===== src/rtl/core/imu_dead_reckoning_integrator_defines.svh =====
// assertion helpers for the imu dead reckoning integrator
`ifndef IMU_DEAD_RECKONING_INTEGRATOR_DEFINES_SVH
`define IMU_DEAD_RECKONING_INTEGRATOR_DEFINES_SVH

`ifndef NO_ASSERTIONS
`define IDR_ASSERT(label, ante, cons) \
  label: assert property (@(posedge clk) disable iff (!rst_n) (ante) |-> (cons)) \
    else $error("imu integrator check failed");
`define IDR_ASSERT_NEXT(label, ante, cons) \
  label: assert property (@(posedge clk) disable iff (!rst_n) (ante) |=> (cons)) \
    else $error("imu integrator check failed");
`else
`define IDR_ASSERT(label, ante, cons)
`define IDR_ASSERT_NEXT(label, ante, cons)
`endif

`endif


===== src/rtl/core/idr_pkg.sv =====
package idr_pkg;

  localparam int DT_W    = 24;
  localparam int SMP_W   = 24;
  localparam int ST_W    = 32;
  localparam int GAIN_W  = 16;
  localparam int DB_W    = 23;
  localparam int MULA_W  = 33;
  localparam int MULB_W  = 25;
  localparam int PROD_W  = MULA_W + MULB_W;
  localparam int ACC_W   = 60;
  localparam int DV_W    = 30;
  localparam int DIVR_W  = 21;
  localparam int DIVQ_W  = 40;
  localparam int DIVN_W  = 59;
  localparam int DIV_DIGITS = 4;
  localparam int DIV_STEPS  = DIVQ_W / DIV_DIGITS;
  localparam int DIVC_W  = $clog2(DIV_STEPS);
  localparam int PC_W    = 5;
  localparam int STAT_W  = 2;
  localparam int ADDR_W  = 5;
  localparam int DATA_W  = 32;

  localparam logic [PC_W-1:0] UC_LAST = PC_W'(16);

  // result status
  localparam logic [STAT_W-1:0] ST_OK   = 2'd0;
  localparam logic [STAT_W-1:0] ST_ZERO = 2'd1;
  localparam logic [STAT_W-1:0] ST_LONG = 2'd2;

  // register indexes
  localparam logic [2:0] REG_ACCEL_GAIN = 3'd0;
  localparam logic [2:0] REG_RATE_GAIN  = 3'd1;
  localparam logic [2:0] REG_ACCEL_DB   = 3'd2;
  localparam logic [2:0] REG_RATE_DB    = 3'd3;
  localparam logic [2:0] REG_MAX_DT     = 3'd4;

  localparam logic [GAIN_W-1:0] ACCEL_GAIN_RST = 16'd6554;
  localparam logic [GAIN_W-1:0] RATE_GAIN_RST  = 16'd13107;
  localparam logic [DB_W-1:0]   ACCEL_DB_RST   = 23'd3277;
  localparam logic [DB_W-1:0]   RATE_DB_RST    = 23'd197;
  localparam logic [DT_W-1:0]   MAX_DT_RST     = 24'd100000;

  localparam logic [DIVR_W-1:0] DIV_1M  = 21'd1000000;
  localparam logic [DIVR_W-1:0] DIV_2M  = 21'd2000000;
  localparam logic [DIVR_W-1:0] HALF_1M = 21'd500000;
  localparam logic [DIVR_W-1:0] HALF_2M = 21'd1000000;

  localparam logic signed [ACC_W-1:0] SAT_MAX = ACC_W'(64'sd2147483647);
  localparam logic signed [ACC_W-1:0] SAT_MIN = -SAT_MAX - ACC_W'(1);

  // multiplier operand selects
  localparam logic [2:0] A_GA  = 3'd0;
  localparam logic [2:0] A_TMP = 3'd1;
  localparam logic [2:0] A_VEL = 3'd2;
  localparam logic [2:0] A_DV  = 3'd3;
  localparam logic [2:0] A_OMG = 3'd4;
  localparam logic [2:0] A_GR  = 3'd5;

  localparam logic [2:0] B_AIN = 3'd0;
  localparam logic [2:0] B_GA  = 3'd1;
  localparam logic [2:0] B_DT  = 3'd2;
  localparam logic [2:0] B_RP  = 3'd3;
  localparam logic [2:0] B_RZ  = 3'd4;

  // rounding shift by 2^16 into the temp register
  localparam logic [1:0] RND_NONE  = 2'd0;
  localparam logic [1:0] RND_PLAIN = 2'd1;
  localparam logic [1:0] RND_ACCEL = 2'd2;
  localparam logic [1:0] RND_RATE  = 2'd3;

  localparam logic DIV_SEL_1M = 1'b0;
  localparam logic DIV_SEL_2M = 1'b1;

  // write-back of the divider result
  localparam logic [2:0] WR_NONE = 3'd0;
  localparam logic [2:0] WR_DV   = 3'd1;
  localparam logic [2:0] WR_PACC = 3'd2;
  localparam logic [2:0] WR_POS  = 3'd3;
  localparam logic [2:0] WR_ANG  = 3'd4;

  localparam logic [1:0] JMP_NONE = 2'd0;
  localparam logic [1:0] JMP_AXIS = 2'd1;
  localparam logic [1:0] JMP_END  = 2'd2;

  typedef struct packed {
    logic       mul_en;
    logic [2:0] a_sel;
    logic [2:0] b_sel;
    logic [1:0] rnd_op;
    logic       rnd_acc;
    logic       acc_ld;
    logic       div_start;
    logic       div_sel;
    logic       wait_div;
    logic [2:0] wr_op;
    logic [1:0] jmp;
  } ucode_t;

  function automatic ucode_t mk(input logic mul_en, input logic [2:0] a_sel,
                                input logic [2:0] b_sel, input logic [1:0] rnd_op,
                                input logic rnd_acc, input logic acc_ld,
                                input logic div_start, input logic div_sel,
                                input logic wait_div, input logic [2:0] wr_op,
                                input logic [1:0] jmp);
    ucode_t w;
    w.mul_en    = mul_en;
    w.a_sel     = a_sel;
    w.b_sel     = b_sel;
    w.rnd_op    = rnd_op;
    w.rnd_acc   = rnd_acc;
    w.acc_ld    = acc_ld;
    w.div_start = div_start;
    w.div_sel   = div_sel;
    w.wait_div  = wait_div;
    w.wr_op     = wr_op;
    w.jmp       = jmp;
    return w;
  endfunction

  // control store: steps 0..10 run once per axis, 11..16 do the rate
  function automatic ucode_t ucode(input logic [PC_W-1:0] pc);
    ucode_t w;
    unique case (pc)
      5'd0:  w = mk(1'b1, A_GA,  B_AIN, RND_NONE,  1'b0, 1'b0, 1'b0, DIV_SEL_1M, 1'b0,
                    WR_NONE, JMP_NONE);
      5'd1:  w = mk(1'b0, A_GA,  B_GA,  RND_ACCEL, 1'b0, 1'b0, 1'b0, DIV_SEL_1M, 1'b0,
                    WR_NONE, JMP_NONE);
      5'd2:  w = mk(1'b1, A_TMP, B_GA,  RND_NONE,  1'b0, 1'b0, 1'b0, DIV_SEL_1M, 1'b0,
                    WR_NONE, JMP_NONE);
      5'd3:  w = mk(1'b0, A_GA,  B_GA,  RND_PLAIN, 1'b0, 1'b0, 1'b0, DIV_SEL_1M, 1'b0,
                    WR_NONE, JMP_NONE);
      5'd4:  w = mk(1'b1, A_TMP, B_DT,  RND_NONE,  1'b0, 1'b0, 1'b0, DIV_SEL_1M, 1'b0,
                    WR_NONE, JMP_NONE);
      5'd5:  w = mk(1'b0, A_GA,  B_GA,  RND_NONE,  1'b0, 1'b0, 1'b1, DIV_SEL_1M, 1'b0,
                    WR_NONE, JMP_NONE);
      5'd6:  w = mk(1'b1, A_VEL, B_DT,  RND_NONE,  1'b0, 1'b0, 1'b0, DIV_SEL_1M, 1'b1,
                    WR_DV, JMP_NONE);
      5'd7:  w = mk(1'b1, A_DV,  B_DT,  RND_NONE,  1'b0, 1'b0, 1'b1, DIV_SEL_1M, 1'b0,
                    WR_NONE, JMP_NONE);
      5'd8:  w = mk(1'b0, A_GA,  B_GA,  RND_NONE,  1'b0, 1'b0, 1'b0, DIV_SEL_1M, 1'b1,
                    WR_PACC, JMP_NONE);
      5'd9:  w = mk(1'b0, A_GA,  B_GA,  RND_NONE,  1'b0, 1'b0, 1'b1, DIV_SEL_2M, 1'b0,
                    WR_NONE, JMP_NONE);
      5'd10: w = mk(1'b0, A_GA,  B_GA,  RND_NONE,  1'b0, 1'b0, 1'b0, DIV_SEL_1M, 1'b1,
                    WR_POS, JMP_AXIS);
      5'd11: w = mk(1'b1, A_OMG, B_RP,  RND_NONE,  1'b0, 1'b0, 1'b0, DIV_SEL_1M, 1'b0,
                    WR_NONE, JMP_NONE);
      5'd12: w = mk(1'b1, A_GR,  B_RZ,  RND_NONE,  1'b0, 1'b1, 1'b0, DIV_SEL_1M, 1'b0,
                    WR_NONE, JMP_NONE);
      5'd13: w = mk(1'b0, A_GA,  B_GA,  RND_RATE,  1'b1, 1'b0, 1'b0, DIV_SEL_1M, 1'b0,
                    WR_NONE, JMP_NONE);
      5'd14: w = mk(1'b1, A_TMP, B_DT,  RND_NONE,  1'b0, 1'b0, 1'b0, DIV_SEL_1M, 1'b0,
                    WR_NONE, JMP_NONE);
      5'd15: w = mk(1'b0, A_GA,  B_GA,  RND_NONE,  1'b0, 1'b0, 1'b1, DIV_SEL_1M, 1'b0,
                    WR_NONE, JMP_NONE);
      5'd16: w = mk(1'b0, A_GA,  B_GA,  RND_NONE,  1'b0, 1'b0, 1'b0, DIV_SEL_1M, 1'b1,
                    WR_ANG, JMP_END);
      default: w = mk(1'b0, A_GA, B_GA, RND_NONE, 1'b0, 1'b0, 1'b0, DIV_SEL_1M, 1'b0,
                      WR_NONE, JMP_END);
    endcase
    return w;
  endfunction

  function automatic logic signed [ST_W-1:0] sat32(input logic signed [ACC_W-1:0] v);
    logic signed [ST_W-1:0] r;
    if (v > SAT_MAX) begin
      r = SAT_MAX[ST_W-1:0];
    end else if (v < SAT_MIN) begin
      r = SAT_MIN[ST_W-1:0];
    end else begin
      r = v[ST_W-1:0];
    end
    return r;
  endfunction

endpackage


===== src/rtl/core/imu_dead_reckoning_integrator.sv =====
// IMU dead-reckoning integrator. Each accepted sample (interval in microseconds, x/y/z
// acceleration, z rate) yields exactly one result holding status, position, velocity,
// heading and filtered rate after the sample. A sample is accepted only while the block
// is idle, so the next sample is taken only after the result of the last one has been
// registered; a sample with a zero or too-long interval skips the computation. The work
// is done by a 17-step microcode program driving one 33x25
// multiplier and one restoring divider that retires four quotient bits a cycle: each
// of the ten divisions by 1e6 or 2e6 holds the sequence until the divider is done. All values are
// two's complement fixed point; velocity, position and heading saturate at 32 bits.
// Configuration registers live at byte offsets 0, 4, 8, 12 and 16 and are meant to
// be written only while no sample is in flight.
`include "imu_dead_reckoning_integrator_defines.svh"

module imu_dead_reckoning_integrator (
  input  logic         clk,
  input  logic         rst_n,
  input  logic         in_tvalid,
  output logic         in_tready,
  // interval_us, accel_x, accel_y, accel_z, rate_z
  input  logic [119:0] in_tdata,
  output logic         out_tvalid,
  input  logic         out_tready,
  // pos_x, pos_y, pos_z, vel_x, vel_y, vel_z, heading, filtered_rate
  output logic [247:0] out_tdata,
  // status
  output logic [1:0]   out_tuser,
  input  logic         cfg_psel,
  input  logic         cfg_penable,
  input  logic         cfg_pwrite,
  input  logic [4:0]   cfg_paddr,
  input  logic [31:0]  cfg_pwdata,
  output logic [31:0]  cfg_prdata,
  output logic         cfg_pready
);
  import idr_pkg::*;

  localparam logic [1:0] S_IDLE = 2'd0;
  localparam logic [1:0] S_RUN  = 2'd1;
  localparam logic [1:0] S_DONE = 2'd2;

  logic [1:0] state_r, state_nxt;
  logic [PC_W-1:0] pc_r;
  logic [1:0] ax_r;

  logic [GAIN_W-1:0] ga_r, gr_r;
  logic [DB_W-1:0]   adb_r, rdb_r;
  logic [DT_W-1:0]   maxdt_r;

  logic signed [ST_W-1:0]  vel_r [3];
  logic signed [ST_W-1:0]  pos_r [3];
  logic signed [ST_W-1:0]  angle_r;
  logic signed [SMP_W-1:0] rate_prev_r;

  logic [DT_W-1:0]         dt_r;
  logic signed [SMP_W-1:0] ain_r [3];
  logic signed [SMP_W-1:0] rz_r;
  logic [STAT_W-1:0]       status_r;

  logic signed [SMP_W-1:0]  tmp_r;
  logic signed [DV_W-1:0]   dv_r;
  logic signed [PROD_W-1:0] prod_r;
  logic signed [ACC_W-1:0]  acc_r;

  logic              div_busy_r, div_neg_r, div_dsel_r;
  logic [DIVC_W-1:0] div_cnt_r;
  logic [DIVR_W-1:0] div_rem_r;
  logic [DIVQ_W-1:0] div_quo_r;

  logic              out_tvalid_r;
  logic [247:0]      out_data_r;
  logic [STAT_W-1:0] out_user_r;

  ucode_t uc;
  logic go, run_go, accept, out_free, cfg_wr;
  logic [DT_W-1:0] in_dt;
  logic [STAT_W-1:0] in_status;

  logic signed [ST_W-1:0]  vel_sel, pos_sel;
  logic signed [SMP_W-1:0] ain_sel;
  logic signed [MULA_W-1:0] mul_a;
  logic signed [MULB_W-1:0] mul_b;
  logic signed [PROD_W-1:0] prod_c;
  logic [GAIN_W:0] omg;

  logic signed [ACC_W-1:0] rnd_sum;
  logic [ACC_W-1:0]        rnd_mag, rnd_sh;
  logic [SMP_W-1:0]        rnd_m;
  logic signed [SMP_W:0]   rnd_s;
  logic                    rnd_dead;
  logic signed [SMP_W-1:0] rnd_val;

  logic [PROD_W-1:0]       prod_mag;
  logic [DIVN_W-1:0]       div_n;
  logic [DIVR_W-1:0]       dvsr;
  logic [DIVR_W-1:0]       rem_c;
  logic [DIVQ_W-1:0]       quo_c;
  logic [DIVR_W:0]         trial;
  logic signed [DIVQ_W:0]  q_sgn;

  // ---------------- handshake and sequencing ----------------

  assign uc       = ucode(pc_r);
  assign go       = !(uc.wait_div && div_busy_r);
  assign run_go   = (state_r == S_RUN) && go;
  assign in_tready = (state_r == S_IDLE);
  assign accept   = in_tvalid && in_tready;
  assign out_free = !out_tvalid_r || out_tready;
  assign in_dt    = in_tdata[23:0];
  assign cfg_wr   = cfg_psel && cfg_penable && cfg_pwrite;
  assign cfg_pready = 1'b1;

  always_comb begin
    priority if (in_dt == '0) begin
      in_status = ST_ZERO;
    end else if (in_dt > maxdt_r) begin
      in_status = ST_LONG;
    end else begin
      in_status = ST_OK;
    end
  end

  always_comb begin
    state_nxt = state_r;
    unique case (state_r)
      S_IDLE: if (in_tvalid) begin
        state_nxt = (in_status == ST_OK) ? S_RUN : S_DONE;
      end
      S_RUN: if (go && uc.jmp == JMP_END) begin
        state_nxt = S_DONE;
      end
      S_DONE: if (out_free) begin
        state_nxt = S_IDLE;
      end
      default: state_nxt = S_IDLE;
    endcase
  end

  always_comb begin
    unique case (cfg_paddr[4:2])
      REG_ACCEL_GAIN: cfg_prdata = DATA_W'(ga_r);
      REG_RATE_GAIN:  cfg_prdata = DATA_W'(gr_r);
      REG_ACCEL_DB:   cfg_prdata = DATA_W'(adb_r);
      REG_RATE_DB:    cfg_prdata = DATA_W'(rdb_r);
      REG_MAX_DT:     cfg_prdata = DATA_W'(maxdt_r);
      default:        cfg_prdata = '0;
    endcase
  end

  // ---------------- datapath ----------------

  always_comb begin
    unique case (ax_r)
      2'd0: begin
        vel_sel = vel_r[0];
        pos_sel = pos_r[0];
        ain_sel = ain_r[0];
      end
      2'd1: begin
        vel_sel = vel_r[1];
        pos_sel = pos_r[1];
        ain_sel = ain_r[1];
      end
      default: begin
        vel_sel = vel_r[2];
        pos_sel = pos_r[2];
        ain_sel = ain_r[2];
      end
    endcase
  end

  assign omg = (GAIN_W+1)'(1 << GAIN_W) - (GAIN_W+1)'(gr_r);

  always_comb begin
    unique case (uc.a_sel)
      A_TMP:   mul_a = MULA_W'(tmp_r);
      A_VEL:   mul_a = MULA_W'(vel_sel);
      A_DV:    mul_a = MULA_W'(dv_r);
      A_OMG:   mul_a = signed'(MULA_W'(omg));
      A_GR:    mul_a = signed'(MULA_W'(gr_r));
      default: mul_a = signed'(MULA_W'(ga_r));
    endcase
    unique case (uc.b_sel)
      B_GA:    mul_b = signed'(MULB_W'(ga_r));
      B_DT:    mul_b = signed'(MULB_W'(dt_r));
      B_RP:    mul_b = MULB_W'(rate_prev_r);
      B_RZ:    mul_b = MULB_W'(rz_r);
      default: mul_b = MULB_W'(ain_sel);
    endcase
  end

  assign prod_c = mul_a * mul_b;

  // round to nearest by 2^16, ties away from zero, then deadband
  always_comb begin
    rnd_sum  = ACC_W'(prod_r) + (uc.rnd_acc ? acc_r : '0);
    rnd_mag  = rnd_sum[ACC_W-1] ? ACC_W'(-rnd_sum) : ACC_W'(rnd_sum);
    rnd_sh   = (rnd_mag + (ACC_W'(1) << (GAIN_W-1))) >> GAIN_W;
    rnd_m    = rnd_sh[SMP_W-1:0];
    rnd_s    = rnd_sum[ACC_W-1] ? -signed'({1'b0, rnd_m}) : signed'({1'b0, rnd_m});
    rnd_dead = ((uc.rnd_op == RND_ACCEL) && (ax_r != 2'd2) && (rnd_m < {1'b0, adb_r})) ||
               ((uc.rnd_op == RND_RATE) && (rnd_m < {1'b0, rdb_r}));
    rnd_val  = rnd_dead ? '0 : rnd_s[SMP_W-1:0];
  end

  // divider: sign-magnitude with half the divisor added for rounding
  always_comb begin
    prod_mag = prod_r[PROD_W-1] ? PROD_W'(-prod_r) : PROD_W'(prod_r);
    div_n    = DIVN_W'(prod_mag) +
               DIVN_W'((uc.div_sel == DIV_SEL_2M) ? HALF_2M : HALF_1M);
    dvsr     = (div_dsel_r == DIV_SEL_2M) ? DIV_2M : DIV_1M;
    rem_c    = div_rem_r;
    quo_c    = div_quo_r;
    trial    = '0;
    for (int k = 0; k < DIV_DIGITS; k++) begin
      trial = {rem_c, quo_c[DIVQ_W-1]};
      quo_c = {quo_c[DIVQ_W-2:0], 1'b0};
      if (trial >= {1'b0, dvsr}) begin
        trial    = trial - {1'b0, dvsr};
        quo_c[0] = 1'b1;
      end
      rem_c = trial[DIVR_W-1:0];
    end
    q_sgn = div_neg_r ? -signed'({1'b0, div_quo_r}) : signed'({1'b0, div_quo_r});
  end

  // ---------------- control and architectural state ----------------

  always_ff @(posedge clk) begin
    if (!rst_n) begin
      state_r      <= S_IDLE;
      pc_r         <= '0;
      ax_r         <= '0;
      ga_r         <= ACCEL_GAIN_RST;
      gr_r         <= RATE_GAIN_RST;
      adb_r        <= ACCEL_DB_RST;
      rdb_r        <= RATE_DB_RST;
      maxdt_r      <= MAX_DT_RST;
      for (int i = 0; i < 3; i++) begin
        vel_r[i] <= '0;
        pos_r[i] <= '0;
      end
      angle_r      <= '0;
      rate_prev_r  <= '0;
      div_busy_r   <= 1'b0;
      div_cnt_r    <= '0;
      out_tvalid_r <= 1'b0;
    end else begin
      state_r <= state_nxt;

      if (cfg_wr) begin
        unique case (cfg_paddr[4:2])
          REG_ACCEL_GAIN: ga_r    <= cfg_pwdata[GAIN_W-1:0];
          REG_RATE_GAIN:  gr_r    <= cfg_pwdata[GAIN_W-1:0];
          REG_ACCEL_DB:   adb_r   <= cfg_pwdata[DB_W-1:0];
          REG_RATE_DB:    rdb_r   <= cfg_pwdata[DB_W-1:0];
          REG_MAX_DT:     maxdt_r <= cfg_pwdata[DT_W-1:0];
          default: ;
        endcase
      end

      if (accept) begin
        pc_r <= '0;
        ax_r <= '0;
      end else if (run_go) begin
        unique case (uc.jmp)
          JMP_AXIS: begin
            if (ax_r != 2'd2) begin
              ax_r <= ax_r + 2'd1;
              pc_r <= '0;
            end else begin
              ax_r <= '0;
              pc_r <= pc_r + PC_W'(1);
            end
          end
          JMP_END:  pc_r <= '0;
          default:  pc_r <= pc_r + PC_W'(1);
        endcase
      end

      if (run_go && uc.rnd_op == RND_RATE) begin
        rate_prev_r <= rnd_val;
      end

      if (run_go && uc.wr_op == WR_POS) begin
        unique case (ax_r)
          2'd0: begin
            pos_r[0] <= sat32(acc_r + ACC_W'(q_sgn));
            vel_r[0] <= sat32(ACC_W'(vel_sel) + ACC_W'(dv_r));
          end
          2'd1: begin
            pos_r[1] <= sat32(acc_r + ACC_W'(q_sgn));
            vel_r[1] <= sat32(ACC_W'(vel_sel) + ACC_W'(dv_r));
          end
          default: begin
            pos_r[2] <= sat32(acc_r + ACC_W'(q_sgn));
            vel_r[2] <= sat32(ACC_W'(vel_sel) + ACC_W'(dv_r));
          end
        endcase
      end

      if (run_go && uc.wr_op == WR_ANG) begin
        angle_r <= sat32(ACC_W'(angle_r) + ACC_W'(q_sgn));
      end

      if (run_go && uc.div_start) begin
        div_busy_r <= 1'b1;
        div_cnt_r  <= '0;
      end else if (div_busy_r) begin
        div_cnt_r <= div_cnt_r + DIVC_W'(1);
        if (div_cnt_r == DIVC_W'(DIV_STEPS - 1)) begin
          div_busy_r <= 1'b0;
        end
      end

      if (state_r == S_DONE && out_free) begin
        out_tvalid_r <= 1'b1;
      end else if (out_tready) begin
        out_tvalid_r <= 1'b0;
      end
    end
  end

  // ---------------- payload registers ----------------

  always_ff @(posedge clk) begin
    if (accept) begin
      dt_r     <= in_dt;
      ain_r[0] <= in_tdata[47:24];
      ain_r[1] <= in_tdata[71:48];
      ain_r[2] <= in_tdata[95:72];
      rz_r     <= in_tdata[119:96];
      status_r <= in_status;
    end

    if (state_r == S_RUN && uc.mul_en) begin
      prod_r <= prod_c;
    end

    if (run_go && uc.acc_ld) begin
      acc_r <= ACC_W'(prod_r);
    end else if (run_go && uc.wr_op == WR_PACC) begin
      acc_r <= ACC_W'(pos_sel) + ACC_W'(q_sgn);
    end

    if (run_go && uc.rnd_op != RND_NONE) begin
      tmp_r <= rnd_val;
    end

    if (run_go && uc.wr_op == WR_DV) begin
      dv_r <= q_sgn[DV_W-1:0];
    end

    if (run_go && uc.div_start) begin
      div_neg_r  <= prod_r[PROD_W-1];
      div_dsel_r <= uc.div_sel;
      div_rem_r  <= DIVR_W'(div_n[DIVN_W-1:DIVQ_W]);
      div_quo_r  <= div_n[DIVQ_W-1:0];
    end else if (div_busy_r) begin
      div_rem_r <= rem_c;
      div_quo_r <= quo_c;
    end

    if (state_r == S_DONE && out_free) begin
      out_data_r <= {rate_prev_r, angle_r, vel_r[2], vel_r[1], vel_r[0],
                     pos_r[2], pos_r[1], pos_r[0]};
      out_user_r <= status_r;
    end
  end

  assign out_tvalid = out_tvalid_r;
  assign out_tdata  = out_data_r;
  assign out_tuser  = out_user_r;

  // ---------------- checks ----------------

  `IDR_ASSERT(a_div_free_at_start, (state_r == S_RUN) && go && uc.div_start, !div_busy_r)
  `IDR_ASSERT(a_seq_in_range, state_r == S_RUN, (pc_r <= UC_LAST) && (ax_r != 2'd3))
  `IDR_ASSERT(a_skip_keeps_state, (state_r == S_DONE) && (status_r != ST_OK), $stable(angle_r) && $stable(rate_prev_r))
  `IDR_ASSERT_NEXT(a_zero_dt_skips, accept && (in_dt == '0), state_r == S_DONE)

endmodule

===== config.mk =====
export PLATFORM = sky130hd
export DESIGN_NAME = imu_dead_reckoning_integrator
export DESIGN_NICKNAME = d
export VERILOG_FILES = /design/src/rtl/core/idr_pkg.sv /design/src/rtl/core/imu_dead_reckoning_integrator.sv
export VERILOG_INCLUDE_DIRS = /design/src /design/src/rtl/core
export SDC_FILE = /design/constraint.sdc
export NUM_CORES = 2
export LEC_CHECK = 0
export BUFFER_PORTS_ARGS = -buffer_cell sky130_fd_sc_hd__buf_2
export CAP_MARGIN = 40
export CORE_UTILIZATION = 40
export DETAILED_ROUTE_END_ITERATION = 6
export PLACE_DENSITY = 0.65
export SETUP_SLACK_MARGIN = 0.05
export SYNTH_ARGS = -nofsm -noshare
export SYNTH_HDL_FRONTEND = slang
export SYNTH_SLANG_ARGS = --single-unit

===== constraint.sdc =====
create_clock -name clk -period 21.4 [get_ports clk]
set_clock_uncertainty 0.05 [all_clocks]
set_input_delay 1.07 -clock clk [delete_from_list [all_inputs] [get_ports clk]]
set_output_delay 1.07 -clock clk [all_outputs]
set_load 0.01 [all_outputs]

==> impl_metrics.csv <==
group,metric,value,unit
detailed_routing,drc,0,
sta,period_minus_slack,11950,ps
sta,rsz0062_at_grt,"no",
global_route,grt_overflow,0,
critical_path,path_class,"register to register",
yosys,synth_compound_area_share,13.53,%
clocking,cts_tree,"done",
clocking,holdBufCountCts,0,
clocking,htreeDepth,3,
clocking,clkTransAtPathRegs,60,ps
yosys,ys_top_cells_by_area,"edfxtp_1, fa_1, ha_1",
cells_and_area,stdcell_count,12420,
yosys,post_synth.cell_area_avg,9.614,um^2
clocking,clock_latency,760,ps
sta,finalCritPeriodShare,55.84,%
yosys,synth_cell_types,116,
clocking,cts-resized-gates,0,
cells_and_area,fill_cells,20480,
floorplan,core_area,217200,um^2
global_route,grt_pass1_vias,69160,
yosys,synthCells,9100,
yosys,synth_top_family_by_area,"adder cells",
power_and_ir_drop,power_density,94.87,nW/um^2
yosys,synthSimpleGateAreaFrac,15.39,%
critical_path,slowest_delay,850,ps
placement,port_buffers,429,
floorplan,start_util,40.29,%
floorplan,die-area,220600,um^2
power_and_ir_drop,vdd_drop_max,0.2324,mV
yosys,muxShareOfSynthArea,2.200,%
power_and_ir_drop,power,9.270,mW
yosys,seq_area_frac_synth,31.70,%
min_path,hp-class,"register to register",
sta,final-hold-violation-count,0,
yosys,synth_warnings,0,
floorplan,die_w,469.7,um
cells_and_area,drive_gt1_share,10.55,%
cells_and_area,finalNetCount,10980,
yosys,synth_top_cell_by_area,"edfxtp_1",
sta,slew_viol_final,0,
floorplan,rows,171,
yosys,synth_area,87490,um^2
critical_path,crit_slowest_cell,"clkinv_1",
sta,maxSlewHeadroom,33.65,%
detailed_routing,routed_via_density,5.675,
yosys,synth_common_cells,"nand2_1, inv_1, fa_1",
clocking,clk_path_buf_depth,3,
floorplan,ioPinCount,449,
sta,setup_violations,0,
sta,worst_pin_slew,991.6,ps
flow_run,max_cap_viol_count,0,
placement,routabilityCongestion,0.9864,
detailed_routing,antenna_left,0,
yosys,async_flop_share,0,%
critical_path,end_kind,"register",
sta,max_freq,83.68,MHz
cells_and_area,syn_to_final_growth,11.69,%
yosys,synth_top_area_share,27.29,%
placement,placed_cells,12220,
detailed_routing,wl_per_cell,23.58,um
power_and_ir_drop,p_leak,41.62,nW
detailed_routing,routed_wl,292900,um
floorplan,die_h,469.7,um
clocking,cts_root_buf,"clkbuf_16",
critical_path,cp.arrival,12370,ps
global_route,track_usage,26.08,%
yosys,synthAdderAreaFrac,26.40,%
yosys,synth_edf_count,795,
global_route,grt_pass1_wl,436700,um
critical_path,crit_fanout,37,
detailed_routing,initialDrtViolationCount,6837,
critical_path,path_common_cell,"fa_1",
status,outcome,"complete, no violations",
global_route,grt_max_degree,147,
detailed_routing,vias,70500,
clocking,post-cts-setup-buffers,0,
yosys,synth_xor_xnor_area_share,4.652,%
placement,post-dp-hpwl,231500,um
critical_path,start_kind,"register",
global_route,antenna_found_initial,7,
clocking,clkSinkCount,988,
placement,placed_cell_area,94090,um^2
yosys,yosysMostFrequentCell,"nand2_1",
detailed_routing,first_pass_iters,7,
yosys,synth_flop_cell,"edfxtp_1",
sta,finalSetupTns,0,ps
clocking,cts_buffers,102,
cells_and_area,fin_area,97710,um^2
critical_path,crit_required,21820,ps
yosys,ys_ff_latch,988,
==> state kept, by name, summed over array words and instances, names as in the netlist, 30 cells and up <==
signal	count
dv_r	30
ain_r	72
acc_r	58
prod_r	58
div_quo_r	40
pos_r	96
angle_r	32
vel_r	96
out_tdata	248
==> power breakdown <==
part | switching [mW] | total, mW | leakage [nW] | internal, mW
sequential | 0.135 | 2.48 | 9.14 | 2.35
clock | 0.807 | 1.92 | 1.73 | 1.11
combinational | 2.94 | 4.87 | 30.7 | 1.92
==> routing by layer <==
layer | global-route usage, % | up-vias | part of all wire [%]
met3 | 4.478 | 606 | 8.4
met4 | 13.58 | 0 | 5.7
met2 | 41.08 | 3124 | 45
met5 | 0 | - | 0
met1 | 34.36 | 34940 | 41
li1 | - | 31830 | -
==> layout by cell type (no fill, tap or decap), types with 25 or more instances in the layout <==
master     netlist  routed
nand2_1       1301    1298
inv_1         1031    1031
fa_1           836     836
edfxtp_1       795     795
nor2_1         636     633
ha_1           508     508
o21ai_0        474     467
buf_2           13     436
a21oi_1        371     367
xnor2_1        278     274
dfxtp_1        193     190
xor2_1         183     183
buf_4            9     161
nand3_1        152     152
a21o_1         149     149
mux2i_1        136     136
and2_1         136     135
nor3_1         129     128
nand2b_1       108     107
clkbuf_16        0     102
a21boi_0        98      98
o21a_1          93      93
nor2b_1         84      83
o31ai_1         74      73
and3_1          60      60
o211ai_1        57      57
a211oi_1        54      54
nand4_1         47      47
or3_1           47      47
nor4_1          47      47
or2_2           44      44
a221o_1         45      41
a31oi_1         49      38
mux2_2          34      34
o21bai_1        32      32
or4_1           25      25
==> area by class of cell <==
type	instances	area (um^2)	area share [%]
Tap cell	2854	3571	3.654
Timing Repair Buffer	637	4208	4.306
Antenna cell	8	20.02	0.02049
Clock buffer	129	2715	2.779
Multi-Input combinational cell	6713	54710	55.99
Inverter	1033	3877	3.968
Sequential cell	988	27750	28.39
Clock inverter	60	863.3	0.8835
==> cell families after synthesis <==
group           after synthesis
compound gates             1794
xor+xnor                    463
fa+ha+maj                  1344
buf+inv                    1406
flops                       988
mux                         178
other cells                   2
simple gates               2925
==> final timing paths <==
path	slack [ps]	to	cells after the start	from
worst max-delay path	9450	prod_r[56]$_DFFE_PP_	32	uc[17]$_SDFF_PP0_
worst min-delay path	380	out_tuser[0]$_DFFE_PP_	0	status_r[0]$_DFFE_PP_
worst max register to register	9450	prod_r[56]$_DFFE_PP_	32	uc[17]$_SDFF_PP0_
worst min register to register	380	out_tuser[0]$_DFFE_PP_	0	status_r[0]$_DFFE_PP_
==> critical path, delay by kind of cell, from the launching register on <==
| kind | cells | cell delay, ps |
|---|---|---|
| compound gates | 12 | 3760 |
| fa+ha+maj | 8 | 4140 |
| buf+inv | 7 | 1590 |
| flops | 1 | 310 |
| mux | 1 | 200 |
| simple gates | 4 | 1580 |
==> per-stage QoR <==
stage	setup slack (ps)	util [%]	hold slack, ps
floorplan	8293	-	350.3
global placement	9396	42.93	354.4
detailed placement	9708	43.33	356.6
CTS	9633	44.97	374.0
global route	8880	44.99	386.9
finish	9449	45.00	376.2
No activity file was read; power rests on OpenSTA's default activity.
